**src/rtl/core/htfd_pkg.sv**
```systemverilog
package htfd_pkg;

  localparam int unsigned RAW_W      = 20;
  localparam int unsigned FRAC_SHIFT = 20;
  localparam int unsigned HUM_W      = 17;
  localparam int unsigned TEMP_W     = 19;

  localparam logic [7:0] CRC_INIT  = 8'hFF;
  localparam logic [7:0] CRC_POLY  = 8'h31;

  localparam logic [16:0] HUM_SCALE   = 17'd100000;
  localparam logic [17:0] TEMP_SCALE  = 18'd200000;
  localparam logic [18:0] TEMP_OFFSET = 19'd50000;

  // Lowest and highest values the fields can take.
  localparam logic [16:0] HUM_MAX  = 17'd99999;
  localparam logic [18:0] TEMP_MIN = 19'h7_3CB0;  // -50000
  localparam logic [18:0] TEMP_MAX = 19'd149999;

  // Byte positions inside a response frame.
  localparam logic [2:0] POS_STATUS = 3'd0;
  localparam logic [2:0] POS_HUM_HI = 3'd1;
  localparam logic [2:0] POS_HUM_MD = 3'd2;
  localparam logic [2:0] POS_SPLIT  = 3'd3;
  localparam logic [2:0] POS_TMP_MD = 3'd4;
  localparam logic [2:0] POS_TMP_LO = 3'd5;
  localparam logic [2:0] POS_CRC    = 3'd6;

  typedef enum logic [1:0] {
    STATUS_OK      = 2'd0,
    STATUS_BUSY    = 2'd1,
    STATUS_CRC_ERR = 2'd2
  } status_e;

  // CRC-8, MSB first, one byte per call.
  function automatic logic [7:0] crc8_byte(input logic [7:0] crc, input logic [7:0] data);
    logic [7:0] c;
    c = crc ^ data;
    for (int k = 0; k < 8; k++) begin
      c = c[7] ? ({c[6:0], 1'b0} ^ CRC_POLY) : {c[6:0], 1'b0};
    end
    return c;
  endfunction

endpackage

```
**src/rtl/core/humidity_temp_frame_decoder_unit.sv**
```systemverilog
// Response frame decoder for a humidity and temperature sensor.
// Input channel: one frame byte per transfer (in_valid_i/in_ready_o), with
// frame_start_i marking byte 0. A start mark on any byte drops a partial frame.
// Output channel: one result per completed seven-byte frame
// (out_valid_o/out_ready_i): status, humidity in millipercent and temperature
// in millidegrees Celsius, both fields zero unless the status is ok.
// Throughput: one byte per cycle while in_ready_o is high; the CRC update of a
// whole byte is unrolled combinational logic, and the two scaling multiplies
// sit in their own pipeline stage.
// The result of a frame enters the multiply stage when its seventh byte is
// taken, and moves on to the output stage once that stage can take it.
// Reset clears the byte count, CRC, busy bit and raw fields and empties both
// result stages. When the receiver stalls, the shown result holds; one more
// result waits in the multiply stage and in_ready_o drops only when both
// stages are full.
module humidity_temp_frame_decoder_unit (
  input  logic        clk_i,
  input  logic        rst_ni,
  input  logic        in_valid_i,
  output logic        in_ready_o,
  input  logic        frame_start_i,
  input  logic [7:0]  rx_byte_i,
  output logic        out_valid_o,
  input  logic        out_ready_i,
  output logic [1:0]  status_code_o,
  output logic [16:0] humidity_milli_o,
  output logic signed [18:0] temperature_milli_o
);

  localparam int unsigned RawW  = htfd_pkg::RAW_W;
  localparam int unsigned HumPW = RawW + 17;
  localparam int unsigned TmpPW = RawW + 18;

  // Frame state.
  logic [2:0]      count_q, count_d;
  logic [7:0]      crc_q, crc_d;
  logic            busy_q, busy_d;
  logic [RawW-1:0] raw_h_q, raw_h_d;
  logic [RawW-1:0] raw_t_q, raw_t_d;

  // Multiply stage.
  logic              s1_valid_q;
  htfd_pkg::status_e s1_status_q;
  logic [16:0]       s1_hum_q;
  logic [17:0]       s1_tmp_q;

  // Output stage.
  logic              s2_valid_q;
  htfd_pkg::status_e s2_status_q;
  logic [16:0]       s2_hum_q;
  logic [18:0]       s2_tmp_q;

  logic in_xfer, s1_adv, s2_take, last_byte;
  logic [2:0]      pos;
  logic [7:0]      crc_cur;
  logic            busy_cur;
  logic [RawW-1:0] raw_h_cur, raw_t_cur;
  htfd_pkg::status_e status_new;
  logic [HumPW-1:0] hum_prod;
  logic [TmpPW-1:0] tmp_prod;

  assign s2_take    = !s2_valid_q || out_ready_i;
  assign s1_adv     = s1_valid_q && s2_take;
  assign in_ready_o = !s1_valid_q || s2_take;
  assign in_xfer    = in_valid_i && in_ready_o;

  // A start mark restarts the frame before the byte is taken.
  always_comb begin
    pos       = frame_start_i ? htfd_pkg::POS_STATUS : count_q;
    crc_cur   = frame_start_i ? htfd_pkg::CRC_INIT : crc_q;
    busy_cur  = frame_start_i ? 1'b0 : busy_q;
    raw_h_cur = frame_start_i ? '0 : raw_h_q;
    raw_t_cur = frame_start_i ? '0 : raw_t_q;
  end

  assign last_byte = (pos >= htfd_pkg::POS_CRC);

  always_comb begin
    count_d = count_q;
    crc_d   = crc_q;
    busy_d  = busy_q;
    raw_h_d = raw_h_q;
    raw_t_d = raw_t_q;
    if (in_xfer) begin
      if (last_byte) begin
        count_d = htfd_pkg::POS_STATUS;
        crc_d   = htfd_pkg::CRC_INIT;
        busy_d  = 1'b0;
        raw_h_d = '0;
        raw_t_d = '0;
      end else begin
        count_d = pos + 3'd1;
        crc_d   = htfd_pkg::crc8_byte(crc_cur, rx_byte_i);
        busy_d  = busy_cur;
        raw_h_d = raw_h_cur;
        raw_t_d = raw_t_cur;
        unique case (pos)
          htfd_pkg::POS_STATUS: busy_d = rx_byte_i[7];
          htfd_pkg::POS_HUM_HI: raw_h_d = {rx_byte_i, 12'h000};
          htfd_pkg::POS_HUM_MD: raw_h_d = raw_h_cur | {8'h00, rx_byte_i, 4'h0};
          htfd_pkg::POS_SPLIT: begin
            raw_h_d = raw_h_cur | {16'h0000, rx_byte_i[7:4]};
            raw_t_d = {rx_byte_i[3:0], 16'h0000};
          end
          htfd_pkg::POS_TMP_MD: raw_t_d = raw_t_cur | {4'h0, rx_byte_i, 8'h00};
          default: raw_t_d = raw_t_cur | {12'h000, rx_byte_i};
        endcase
      end
    end
  end

  // Busy wins over a CRC mismatch.
  always_comb begin
    priority if (busy_q) begin
      status_new = htfd_pkg::STATUS_BUSY;
    end else if (crc_q != rx_byte_i) begin
      status_new = htfd_pkg::STATUS_CRC_ERR;
    end else begin
      status_new = htfd_pkg::STATUS_OK;
    end
  end

  assign hum_prod = HumPW'(raw_h_q) * HumPW'(htfd_pkg::HUM_SCALE);
  assign tmp_prod = TmpPW'(raw_t_q) * TmpPW'(htfd_pkg::TEMP_SCALE);

  always_ff @(posedge clk_i or negedge rst_ni) begin
    if (!rst_ni) begin
      count_q <= htfd_pkg::POS_STATUS;
      crc_q   <= htfd_pkg::CRC_INIT;
      busy_q  <= 1'b0;
      raw_h_q <= '0;
      raw_t_q <= '0;
    end else begin
      count_q <= count_d;
      crc_q   <= crc_d;
      busy_q  <= busy_d;
      raw_h_q <= raw_h_d;
      raw_t_q <= raw_t_d;
    end
  end

  always_ff @(posedge clk_i or negedge rst_ni) begin
    if (!rst_ni) begin
      s1_valid_q <= 1'b0;
    end else if (in_ready_o) begin
      s1_valid_q <= in_xfer && last_byte;
    end
  end

  always_ff @(posedge clk_i) begin
    if (in_xfer && last_byte) begin
      s1_status_q <= status_new;
      s1_hum_q    <= hum_prod[HumPW-1:htfd_pkg::FRAC_SHIFT];
      s1_tmp_q    <= tmp_prod[TmpPW-1:htfd_pkg::FRAC_SHIFT];
    end
  end

  always_ff @(posedge clk_i or negedge rst_ni) begin
    if (!rst_ni) begin
      s2_valid_q <= 1'b0;
    end else if (s2_take) begin
      s2_valid_q <= s1_valid_q;
    end
  end

  always_ff @(posedge clk_i) begin
    if (s1_adv) begin
      s2_status_q <= s1_status_q;
      if (s1_status_q == htfd_pkg::STATUS_OK) begin
        s2_hum_q <= s1_hum_q;
        s2_tmp_q <= {1'b0, s1_tmp_q} - htfd_pkg::TEMP_OFFSET;
      end else begin
        s2_hum_q <= '0;
        s2_tmp_q <= '0;
      end
    end
  end

  assign out_valid_o         = s2_valid_q;
  assign status_code_o       = s2_status_q;
  assign humidity_milli_o    = s2_hum_q;
  assign temperature_milli_o = s2_tmp_q;

endmodule

```
**config.mk**
```make
export PLATFORM = sky130hd
export DESIGN_NAME = humidity_temp_frame_decoder_unit
export DESIGN_NICKNAME = d
export VERILOG_FILES = /design/src/rtl/core/htfd_pkg.sv /design/src/rtl/core/humidity_temp_frame_decoder_unit.sv
export SDC_FILE = /design/constraint.sdc
export NUM_CORES = 1
export LEC_CHECK = 0
export BUFFER_PORTS_ARGS = -buffer_cell sky130_fd_sc_hd__buf_4
export CAP_MARGIN = 20
export CORE_MARGIN = 2
export CORE_UTILIZATION = 27
export CTS_CLUSTER_SIZE = 14
export DETAILED_ROUTE_END_ITERATION = 7
export GPL_TIMING_DRIVEN = 0
export HOLD_SLACK_MARGIN = 0.1
export SETUP_SLACK_MARGIN = 0.1
export SLEW_MARGIN = 20
export SYNTH_ARGS = -nofsm -noshare
export SYNTH_HDL_FRONTEND = slang
export SYNTH_SLANG_ARGS = --single-unit
export TNS_END_PERCENT = 20
```
**constraint.sdc**
```tcl
create_clock -name clk_i -period 5.8 [get_ports clk_i]
set_input_delay 0.87 -clock clk_i [delete_from_list [all_inputs] [get_ports clk_i]]
set_output_delay 0.87 -clock clk_i [all_outputs]
set_load 0.03 [all_outputs]
```
==> run metrics <==
Pwr Density=~310 mW/mm^2; total of max-cap violations=0; synth warn=0; Syn Nets=around 1,600; Core ar.=0.0486 mm^2; hold path startpoint=s1_status_q[0]$_SDFFCE_PP1P_; post-synth cell types=63; cts hold-fix bufs=0; DRT Pass-1 Iters=5; Syn Inst Count=~1,300; Slowest-stage cell, CP=a2111oi_1; Iteration-0 DRC Markers=506; WL per Instance=approximately 14 um; worst r2r src=raw_h_q[6]$_DFFE_PN0P_; number of synthesized flops with an enable pin=75; Finished Core Util=0.308; Final period util=0.867; Setup TNS Final=0 ns; most frequent CP cell=inv_1; Vias=8,869; Starting Density=0.271; worst-case clock buffer depth=2; clk root buf=clkbuf_16; diode count=0; largest net degree at the start of global routing=55; fin area=~0.015 mm^2; initial antenna violation count=1; die area=0.0507 mm^2; Worst-Margin Slew=approximately 0.78 ns; Worst EP arrival=~5.2 ns; Post-synth ARST share=0.419; Worst R2R Setup Slack=approximately 0.77 ns; commonest non-fill, non-tap cell in the layout=inv_1; Remaining Overflow, GRT=0; Worst Clk Skew=approximately 0.011 ns; Crit. Startpoint=raw_h_q[6]$_DFFE_PN0P_; Critical Path RT=5.96 ns; sequential area share after synthesis=0.274; CTS tree=done; run status=finished clean; LEAKAGE=7.66 nW; All-Layer GR Usage=0.114; Worst setup EP type=flop; maximum vdd drop=0.000208 V; hold path cells=0; layout cell share with drive strength beyond 1=0.0721; ranking of synthesized cells by area=ha_1, fa_1, edfxtp_1; antenna-violating nets left=0; fin nets=~1,700; WHS=roughly 0.48 ns; worst hold path class=flop to flop; first-pass GRT wire length=between 40,000 and 50,000 um; RSZ-0062 raised after global routing=false; slew margin rel.=0.474; most frequent cells in the layout=inv_1, ha_1, fa_1; number of primary I/O pins=between 50 and 60; post-DP HPWL=23,200 um; Avg Cell Area, Syn=between 10 and 15 um^2; crit path kind=flop to flop; Worst Reg-to-Reg Cells=17; Netlist Area Pre-Place=between 0.01 and 0.015 mm^2; Placed Area=approximately 0.014 mm^2; total CTS buffers=17; Final Hold Vio Count=0; DRC errors left=0; hold path endpoint=status_code_o[0]$_DFFE_PP_; Die Y=between 200 and 250 um; worst reg2reg path endpoint=s1_hum_q[12]$_DFFE_PP_; H-tree Lvls=4; critical path peak fanout=5; vias in the first global route=between 9,000 and 10,000; final setup fails=0; # Post-CTS Setup Buffers=0; worst skew pair latency=around 0.43 ns; CP cell instances=ha_1, ha_1, inv_1, fa_1, inv_1, fa_1, inv_1, fa_1, inv_1, ha_1, a21oi_1, o21ai_1, a2111oi_1, o31ai_1, a21oi_1, o21bai_1, xor2_1; drt via density=4.48; minimum clock period=a little over 5 ns; DIE WIDTH=~230 um; CTS sink count=~130; biggest area consumer among synthesized cells=ha_1; fin. max-slew vios=0; CP Launch Type=flop; # resized after CTS=0; row count=just over 80; GP Congestion=0.847; #FFs+latches synth=around 130; Synth Flop Type=edfxtp_1; P&R area growth vs syn=13.3%; Total Wirelength=27,800 um; Clock transition at path regs=about 0.060 ns; slowest cell delay on critical path=~0.6 ns; Fmax=approximately 0.2 GHz; top cell type's share of synthesized area=0.226; Port Buffer Count=44
flip-flops by register name, summed over array words and instances, names as in the netlist:
signal and cells:
s1_tmp_q 18, count_q 3, busy_q 1, humidity_milli_o 17, s1_status_q 2, s1_hum_q 17
raw_t_q 20, temperature_milli_o 19, status_code_o 2, out_valid_o 1, s1_valid_q 1, crc_q 8
raw_h_q 20
metrics by stage:
stage               power, mW  cells  setup slack [ns]
finish                   4.63   1981             0.774
CTS                      4.68   1981             0.759
global placement         3.53   1947             0.749
detailed placement       3.58   1949             0.802
floorplan                3.03   1281              1.27
global route             5.07   1981             0.386
cell families (layout without fill, tap and decap cells):
logic type | count (synthesis) | in the layout | synth area share
buffers and inverters | 314 | 392 | 0.0896
AND/OR/NAND/NOR | 194 | 194 | 0.0722
flip-flops | 129 | 129 | 0.274
AO/OA/AOI/OAI | 206 | 206 | 0.109
XOR/XNOR | 86 | 86 | 0.0576
adder cells (fa/ha/maj) | 352 | 352 | 0.398
worst max-delay path by stage:
stage	endpoint	slack [ns]
3_3_place_gp	s1_tmp_q[14]$_DFFE_PP_	0.75
6_report	s1_hum_q[12]$_DFFE_PP_	0.77
5_1_grt	s1_tmp_q[14]$_DFFE_PP_	0.39
4_1_cts	s1_tmp_q[14]$_DFFE_PP_	0.76
2_1_floorplan	s1_tmp_q[15]$_DFFE_PP_	1.27
3_5_place_dp	s1_tmp_q[14]$_DFFE_PP_	0.80
per-layer routing:
| metal | track usage | vias to the layer above | share of wire | wire length [um] |
|---|---|---|---|---|
| li1 | - | 4397 | - | - |
| met1 | 0.157 | 4288 | 0.49 | 13600 |
| met2 | 0.185 | 160 | 0.45 | 12600 |
| met3 | 0.0213 | 24 | 0.043 | 1190 |
| met4 | 0.0303 | 0 | 0.014 | 381 |
| met5 | 0 | - | 0 | 0 |
power by group:
part           internal [mW]  leakage [nW]  total, mW  switching [mW]
Clock                  0.661         0.283       1.08           0.416
Combinational          0.960          5.99       2.33            1.37
Sequential              1.12          1.38       1.23           0.105
Total                   2.74          7.66       4.63            1.89
Yosys cell counts (all sizes together), types with 3 or more instances:
cell and count:
ha 238, xor2 38, buf 4, nand4 4
nand2 48, nor4 5, a21o 18, inv 287
dfstp 8, and3 11, o21bai 4, and2 26
fa 114, a211o 4, nor2 59, o211ai 8
nand2b 5, o21a 3, a22o 35, clkbuf 23
nor3 6, a21oi 61, a211oi 7, nor2b 10
edfxtp 75, a31o 3, xnor2 48, nand4b 3
nand3 9, o21ai 28, a41oi 3, dfrtp 46
o31ai 6, a31oi 7
worst max-delay path: cells and delay by family (launching register included):
| family | cells | cell delay, ns |
|---|---|---|
| adders and majority gates | 6 | 2.27 |
| AOI/OAI and AO/OA | 6 | 1.64 |
| DFF | 1 | 0.46 |
| buffers and inverters | 4 | 0.23 |
| xor gates and xnor gates | 1 | 0.17 |
area by class of cell:
type	instances	area, um^2
buffer	27	105
fill	4975	33700
clock buffer	21	462
timing repair buffer	46	378
multi-input combinational	838	8410
sequential	129	3610
inverter	287	1080
tap	622	778
clock inverter	11	133
No activity file was read; power rests on OpenSTA's default activity.
